--- src/sldf_pkg.sv ---
// Package for the length-prefixed deframer: phase codes, register indexes,
// reset values and the structs passed between the core and the top level.
// No dependencies.
`default_nettype none

package sldf_pkg;

  // Configuration register indexes.
  localparam int unsigned CfgIdxW = 2;
  localparam logic [CfgIdxW-1:0] CFG_SYNC_FIRST   = 2'd0;
  localparam logic [CfgIdxW-1:0] CFG_SYNC_SECOND  = 2'd1;
  localparam logic [CfgIdxW-1:0] CFG_LENGTH_LIMIT = 2'd2;
  localparam int unsigned CfgDataW = 16;

  // Reset values of the configuration registers.
  localparam logic [7:0]  SYNC_FIRST_RST   = 8'd148;
  localparam logic [7:0]  SYNC_SECOND_RST  = 8'd195;
  localparam logic [15:0] LENGTH_LIMIT_RST = 16'd508;

  // Result kinds.
  localparam logic KIND_PAYLOAD = 1'b0;
  localparam logic KIND_EMPTY   = 1'b1;

  // Receive phase of the deframer.
  typedef enum logic [2:0] {
    PH_HUNT  = 3'd0,
    PH_SYNC2 = 3'd1,
    PH_LENHI = 3'd2,
    PH_LENLO = 3'd3,
    PH_DATA  = 3'd4
  } phase_t;

  // Configuration seen by the core.
  typedef struct packed {
    logic [7:0]  sync_first;
    logic [7:0]  sync_second;
    logic [15:0] length_limit;
  } cfg_t;

  // One result beat, with its valid flag.
  typedef struct packed {
    logic        vld;
    logic        kind;
    logic [7:0]  payload_byte;
    logic        frame_last;
    logic [15:0] frame_length;
  } res_t;

endpackage

`default_nettype wire

--- src/sldf_core.sv ---
// Header parser and payload counter of the deframer. Holds the phase state
// machine and the length registers. Depends on sldf_pkg.
`default_nettype none

module sldf_core (
  input  wire logic          clk,
  input  wire logic          rst_n,
  input  wire logic          beat_en,
  input  wire logic [7:0]    rx_byte,
  input  sldf_pkg::cfg_t     cfg,
  output sldf_pkg::res_t     res
);
  import sldf_pkg::*;

  phase_t      phase_r, phase_nxt;
  logic [7:0]  length_high_r, length_high_nxt;
  logic [15:0] frame_len_r, frame_len_nxt;
  logic [15:0] bytes_left_r, bytes_left_nxt;
  logic [15:0] hdr_len;

  assign hdr_len = {length_high_r, rx_byte};

  // State registers.
  always_ff @(posedge clk) begin
    if (!rst_n) begin
      phase_r       <= PH_HUNT;
      length_high_r <= '0;
      frame_len_r   <= '0;
      bytes_left_r  <= '0;
    end else if (beat_en) begin
      phase_r       <= phase_nxt;
      length_high_r <= length_high_nxt;
      frame_len_r   <= frame_len_nxt;
      bytes_left_r  <= bytes_left_nxt;
    end
  end

  // Next phase and the result for the current byte.
  always_comb begin
    phase_nxt       = phase_r;
    length_high_nxt = length_high_r;
    frame_len_nxt   = frame_len_r;
    bytes_left_nxt  = bytes_left_r;
    res             = '0;
    case (phase_r)
      PH_SYNC2: begin
        // A wrong second sync byte drops both header bytes.
        phase_nxt = (rx_byte == cfg.sync_second) ? PH_LENHI : PH_HUNT;
      end
      PH_LENHI: begin
        length_high_nxt = rx_byte;
        phase_nxt       = PH_LENLO;
      end
      PH_LENLO: begin
        frame_len_nxt = hdr_len;
        if (hdr_len == '0) begin
          // An empty frame reports at once, whatever the limit.
          phase_nxt          = PH_HUNT;
          bytes_left_nxt     = '0;
          res.vld            = beat_en;
          res.kind           = KIND_EMPTY;
          res.frame_last     = 1'b1;
        end else if (hdr_len >= cfg.length_limit) begin
          phase_nxt      = PH_HUNT;
          bytes_left_nxt = '0;
        end else begin
          bytes_left_nxt = hdr_len;
          phase_nxt      = PH_DATA;
        end
      end
      PH_DATA: begin
        bytes_left_nxt   = bytes_left_r - 16'd1;
        res.vld          = beat_en;
        res.kind         = KIND_PAYLOAD;
        res.payload_byte = rx_byte;
        res.frame_length = frame_len_r;
        if (bytes_left_r == 16'd1) begin
          phase_nxt      = PH_HUNT;
          res.frame_last = 1'b1;
        end
      end
      default: begin
        // Hunting, and any code without meaning.
        phase_nxt = (rx_byte == cfg.sync_first) ? PH_SYNC2 : PH_HUNT;
      end
    endcase
  end

endmodule

`default_nettype wire

--- src/sync_length_prefixed_deframer.sv ---
// Result beats are registered in the output or, on a stall, the skid register.
// Throughput: one input beat per cycle; the output register plus one skid
// register keep the input open while a finished result waits to be taken.
// The input stalls only when both the output and the skid register are full.
// Reset (rst_n, synchronous, active low) restores the register reset values
// and starts hunting for the first sync byte with no result pending.
`default_nettype none

module sync_length_prefixed_deframer (
  input  wire logic                          clk,
  input  wire logic                          rst_n,
  input  wire logic                          in_valid,
  output logic                               in_ready,
  input  wire logic [7:0]                    in_rx_byte,
  output logic                               out_valid,
  input  wire logic                          out_ready,
  output logic                               out_kind,
  output logic [7:0]                         out_payload_byte,
  output logic                               out_frame_last,
  output logic [15:0]                        out_frame_length,
  input  wire logic                          cfg_we,
  input  wire logic [sldf_pkg::CfgIdxW-1:0]  cfg_index,
  input  wire logic [sldf_pkg::CfgDataW-1:0] cfg_wdata
);
  import sldf_pkg::*;

  cfg_t cfg_r;
  res_t core_res;
  res_t out_r, out_nxt;
  res_t skid_r, skid_nxt;
  logic in_acc;

  // Configuration registers; writes beyond the list are ignored.
  always_ff @(posedge clk) begin
    if (!rst_n) begin
      cfg_r.sync_first   <= SYNC_FIRST_RST;
      cfg_r.sync_second  <= SYNC_SECOND_RST;
      cfg_r.length_limit <= LENGTH_LIMIT_RST;
    end else if (cfg_we) begin
      case (cfg_index)
        CFG_SYNC_FIRST:   cfg_r.sync_first   <= cfg_wdata[7:0];
        CFG_SYNC_SECOND:  cfg_r.sync_second  <= cfg_wdata[7:0];
        CFG_LENGTH_LIMIT: cfg_r.length_limit <= cfg_wdata[15:0];
        default: ;
      endcase
    end
  end

  assign in_ready = !skid_r.vld;
  assign in_acc   = in_valid && in_ready;

  sldf_core u_core (
    .clk     (clk),
    .rst_n   (rst_n),
    .beat_en (in_acc),
    .rx_byte (in_rx_byte),
    .cfg     (cfg_r),
    .res     (core_res)
  );

  // Output register with one skid register behind it.
  always_comb begin
    out_nxt  = out_r;
    skid_nxt = skid_r;
    if (!out_r.vld || out_ready) begin
      if (skid_r.vld) begin
        out_nxt      = skid_r;
        skid_nxt.vld = 1'b0;
      end else begin
        out_nxt = core_res;
      end
    end else if (core_res.vld) begin
      skid_nxt = core_res;
    end
  end

  // Result registers; only the valid flags are cleared by reset.
  always_ff @(posedge clk) begin
    if (!rst_n) begin
      out_r.vld  <= 1'b0;
      skid_r.vld <= 1'b0;
    end else begin
      out_r  <= out_nxt;
      skid_r <= skid_nxt;
    end
  end

  assign out_valid        = out_r.vld;
  assign out_kind         = out_r.kind;
  assign out_payload_byte = out_r.payload_byte;
  assign out_frame_last   = out_r.frame_last;
  assign out_frame_length = out_r.frame_length;

  // The skid register only fills behind a full output register.
  a_skid_behind_out: assert property (@(posedge clk) disable iff (!rst_n)
    skid_r.vld |-> out_r.vld)
    else $error("skid register holds a beat while the output is empty");

  // A held skid beat is not lost while the output stalls.
  a_skid_kept: assert property (@(posedge clk) disable iff (!rst_n)
    skid_r.vld && !out_ready |=> skid_r.vld && out_r.vld)
    else $error("skid beat dropped during an output stall");

  // An empty-frame result carries the last mark and no data.
  a_empty_frame: assert property (@(posedge clk) disable iff (!rst_n)
    out_r.vld && (out_r.kind == KIND_EMPTY) |->
      out_r.frame_last && (out_r.payload_byte == 8'd0) && (out_r.frame_length == 16'd0))
    else $error("malformed empty-frame result");

endmodule

`default_nettype wire
--- config.mk ---
export PLATFORM = sky130hd
export DESIGN_NAME = sync_length_prefixed_deframer
export DESIGN_NICKNAME = d
export VERILOG_FILES = /design/src/sldf_pkg.sv /design/src/sldf_core.sv /design/src/sync_length_prefixed_deframer.sv
export SDC_FILE = /design/constraint.sdc
export NUM_CORES = 1
export LEC_CHECK = 0
export BUFFER_PORTS_ARGS = -buffer_cell sky130_fd_sc_hd__buf_2
export CORE_MARGIN = 2
export CORE_UTILIZATION = 40
export CTS_BUF_LIST = sky130_fd_sc_hd__clkbuf_4 sky130_fd_sc_hd__clkbuf_8 sky130_fd_sc_hd__clkbuf_16
export DETAILED_ROUTE_END_ITERATION = 16
export RECOVER_POWER = 50
export SLEW_MARGIN = 20
export SYNTH_ARGS = -nofsm -noshare
export SYNTH_HDL_FRONTEND = slang
export SYNTH_HIERARCHICAL = 1
export SYNTH_SLANG_ARGS = --single-unit
--- constraint.sdc ---
create_clock -name clk -period 4.2 [get_ports clk]
set_input_delay 0 -clock clk [delete_from_list [all_inputs] [get_ports clk]]
set_output_delay 0 -clock clk [all_outputs]
set_load 0.05 [all_outputs]
==> impl_metrics.env <==
export IMPL_cts_max_path_buffers=2
export IMPL_p_leak_uw=0.00294
export IMPL_yosys_cell_types_count=60
export IMPL_synthArstFlopShare_pct=0
export IMPL_switching_share_pct=22.3
export IMPL_failed_checks="max-capacitance violations, max-slew violations"
export IMPL_status="finished, violations left"
export IMPL_ioPinCount=59
export IMPL_floorplan_initialDensity_pct=41.1
export IMPL_antenna_found_initial=0
export IMPL_fin_crit_ps=3200
export IMPL_rows=45
export IMPL_die_x_um=129
export IMPL_cp_max_fo=38
export IMPL_initialDrtViolationCount=334
export IMPL_vias_per_cell=5.21
export IMPL_grt_ovfl_total=0
export IMPL_grt_pass1_vias=4758
export IMPL_routed_wl_um=14800
export IMPL_cts_sinks=129
export IMPL_required_ps=4540
export IMPL_pwr_share_clk_pct=49.8
export IMPL_nets=726
export IMPL_yosysWarnings=6
export IMPL_worstHoldEndpoint="u_core/bytes_left_r[0]$_SDFFE_PN0P_"
export IMPL_ys_seq_elements=129
export IMPL_design_core_area_um2=15300
export IMPL_reg2reg_slack_ps=1000
export IMPL_grt_max_degree=70
export IMPL_hold_violations=0
export IMPL_hp_class="input port to flop"
export IMPL_final_common_cell="nand2_1"
export IMPL_worst_setup_path_end_kind="flop"
export IMPL_wl_per_cell_um=16.4
export IMPL_clock_fmax_mhz=312
export IMPL_die_y_um=129
export IMPL_first_pass_iters=5
export IMPL_ys_seq_area_share_pct=49.5
export IMPL_n_antenna_cell=0
export IMPL_r2r_start="u_core/phase_r[2]$_SDFFE_PN0P_"
export IMPL_grt_usage_pct=19.1
export IMPL_seqPwrFrac_pct=44.2
export IMPL_cap_violations=4
export IMPL_peakVddDrop_uv=262
export IMPL_yosysTopAreaCell="edfxtp_1"
export IMPL_final_max_slew_violation_count=166
export IMPL_syn_inst=615
export IMPL_layout_common_cells="78 x nand2_1, 77 x dfxtp_1, 52 x edfxtp_1"
export IMPL_min_path_cells=3
export IMPL_syn_num_nets=664
export IMPL_syn_area_per_cell_um2=10.2
export IMPL_setup_viol=0
export IMPL_arrival_ps=3540
export IMPL_cts_clk_slew_worst_paths_ps=60
export IMPL_ant_nets=0
export IMPL_tightest_slew_ps=2770
export IMPL_p_total_uw=3000
export IMPL_tns_ps=0
export IMPL_vias=4693
export IMPL_p_comb_share_pct=6.0
export IMPL_clock_root_buffer="clkbuf_16"
export IMPL_fin_skew_ps=7.22
export IMPL_syn_area_um2=6260
export IMPL_synthTopCellsByArea="edfxtp_1 25%, dfxtp_1 25%, mux2i_1 5.0%, mux2_2 4.7%, nand2_1 4.7%"
export IMPL_htreeDepth=4
export IMPL_dp_hpwl_um=9800
export IMPL_crit_type="flop to flop"
export IMPL_fillers=1407
export IMPL_layout_drive_gt1_share_pct=14.3
export IMPL_r2r_end="u_core/bytes_left_r[0]$_SDFFE_PN0P_"
export IMPL_syn2layout_area_growth_pct=19.2
export IMPL_die_area_um2=16700
export IMPL_grt_pass1_wl_um=24400
export IMPL_insertion_delay_ps=420
export IMPL_period_share_pct=76.3
export IMPL_cts_tree="yes"
export IMPL_startpoint_type="flop"
export IMPL_switching_power_uw=667
export IMPL_synth_top_area_share_pct=24.9
export IMPL_ctsResizeCount=0
export IMPL_relSlewSlack_pct=-84.7
export IMPL_synth_edf_count=52
export IMPL_synthFlopType="dfxtp_1"
export IMPL_cts_buffers=17
export IMPL_rsz0062_at_grt="false"
export IMPL_gp_congestion=0.876
export IMPL_p_int_uw=2330
export IMPL_drcViolationCount=0
export IMPL_r2r_worst_path_cells=6
export IMPL_hold_start="rst_n"
export IMPL_power_density_nw_per_um2=401
export IMPL_place_port_buffers=58
worst max-delay path by stage:
| stage | start | endpoint | slack (ps) | cells after the start |
|---|---|---|---|---|
| 2_1_floorplan | u_core/phase_r[2]$_SDFFE_PN0P_ | skid_r[0]$_DFFE_PP_ | 1780 | 6 |
| 3_3_place_gp | u_core/length_high_r[3]$_SDFFE_PN0P_ | skid_r[15]$_DFFE_PP_ | 1570 | 5 |
| 3_5_place_dp | u_core/length_high_r[3]$_SDFFE_PN0P_ | skid_r[14]$_DFFE_PP_ | 1440 | 5 |
| 4_1_cts | u_core/length_high_r[3]$_SDFFE_PN0P_ | skid_r[1]$_DFFE_PP_ | 1390 | 5 |
| 5_1_grt | u_core/phase_r[2]$_SDFFE_PN0P_ | u_core/bytes_left_r[0]$_SDFFE_PN0P_ | 720 | 6 |
| 6_report | u_core/phase_r[2]$_SDFFE_PN0P_ | u_core/bytes_left_r[0]$_SDFFE_PN0P_ | 1000 | 6 |
state kept, by name (all words and copies together) (netlist names):
signal and flops:
cfg_r 32, skid_r 27, out_frame_length 16, u_core/bytes_left_r 16, u_core/frame_len_r 16, out_payload_byte 8, u_core/length_high_r 8, u_core/phase_r 3
out_frame_last 1, out_kind 1, out_valid 1
critical path, cell delays in order, from the launching register on:
cell and delay [ps]:
dfxtp_1 540, nor3b_2 220, clkbuf_1 1150, o21ai_1 550, o21ai_0 290, nand3_1 100, o21ai_0 260
logic make-up after synthesis:
kind of cell | Yosys count | synth area share (%)
buffers and inverters | 74 | 5.39
and+or+nand+nor | 208 | 18.0
muxes | 57 | 9.63
adders and majority gates | 18 | 3.60
DFF | 129 | 49.5
xor gates and xnor gates | 23 | 3.22
AOI/OAI and AO/OA | 106 | 10.7
per-layer routing:
layer	vias to the layer above	share of wire (%)	GRT usage (%)
met5	-	0	0
met1	2235	45	24.9
met2	132	47	30.3
met3	28	5.5	4.29
met4	0	2.7	8.63
li1	2298	-	-
power by group through the flow:
| stage | clock [uW] | sequential [uW] | combinational (uW) |
|---|---|---|---|
| 3_5_place_dp | 0 | 1350 | 160 |
| 2_1_floorplan | 0 | 1380 | 87.3 |
| 5_1_grt | 1580 | 1330 | 195 |
| 3_3_place_gp | 0 | 1350 | 157 |
| 6_report | 1490 | 1320 | 179 |
| 4_1_cts | 1520 | 1320 | 180 |
stage by stage:
stage	utilization, %	instances	worst slack [ps]	hold slack (ps)	instance area (um^2)
final	48.9	901	997	122	7470
after global routing	48.9	901	715	141	7470
after CTS	49.2	901	1390	107	7510
after detailed placement	43.4	841	1440	254	6630
after global placement	43.4	841	1570	248	6620
after floorplan	-	615	1780	142	6260
what timing repair did:
action / in CTS / in global routing
hold buffers: 28 / 0
setup buffers: 0 / 0
hold endpoints to repair: 44 / 0
final cells by class:
type | instances | area (um^2) | share of cell area, %
clock buffers | 19 | 440 | 5.90
clock inverters | 13 | 163 | 2.18
inverters | 28 | 105 | 1.41
multi-input cells | 412 | 2850 | 38.1
flip-flops and latches | 129 | 3100 | 41.5
well taps | 211 | 264 | 3.53
repair buffers | 89 | 548 | 7.34
cells in the mapped netlist, drive strengths merged (5+ instances only):
cell    number
a21boi      17
a21oi       28
a31oi        7
and2        24
buf         15
clkbuf      31
dfxtp       77
edfxtp      52
ha          18
inv         28
mux2        26
mux2i       31
nand2       78
nand3       13
nand4        5
nand4b       5
nor2        12
nor2b       24
nor3         7
nor4        10
o211ai       7
o21ai       26
xnor2        9
xor2        14
Power figures use the tool's default switching activity.
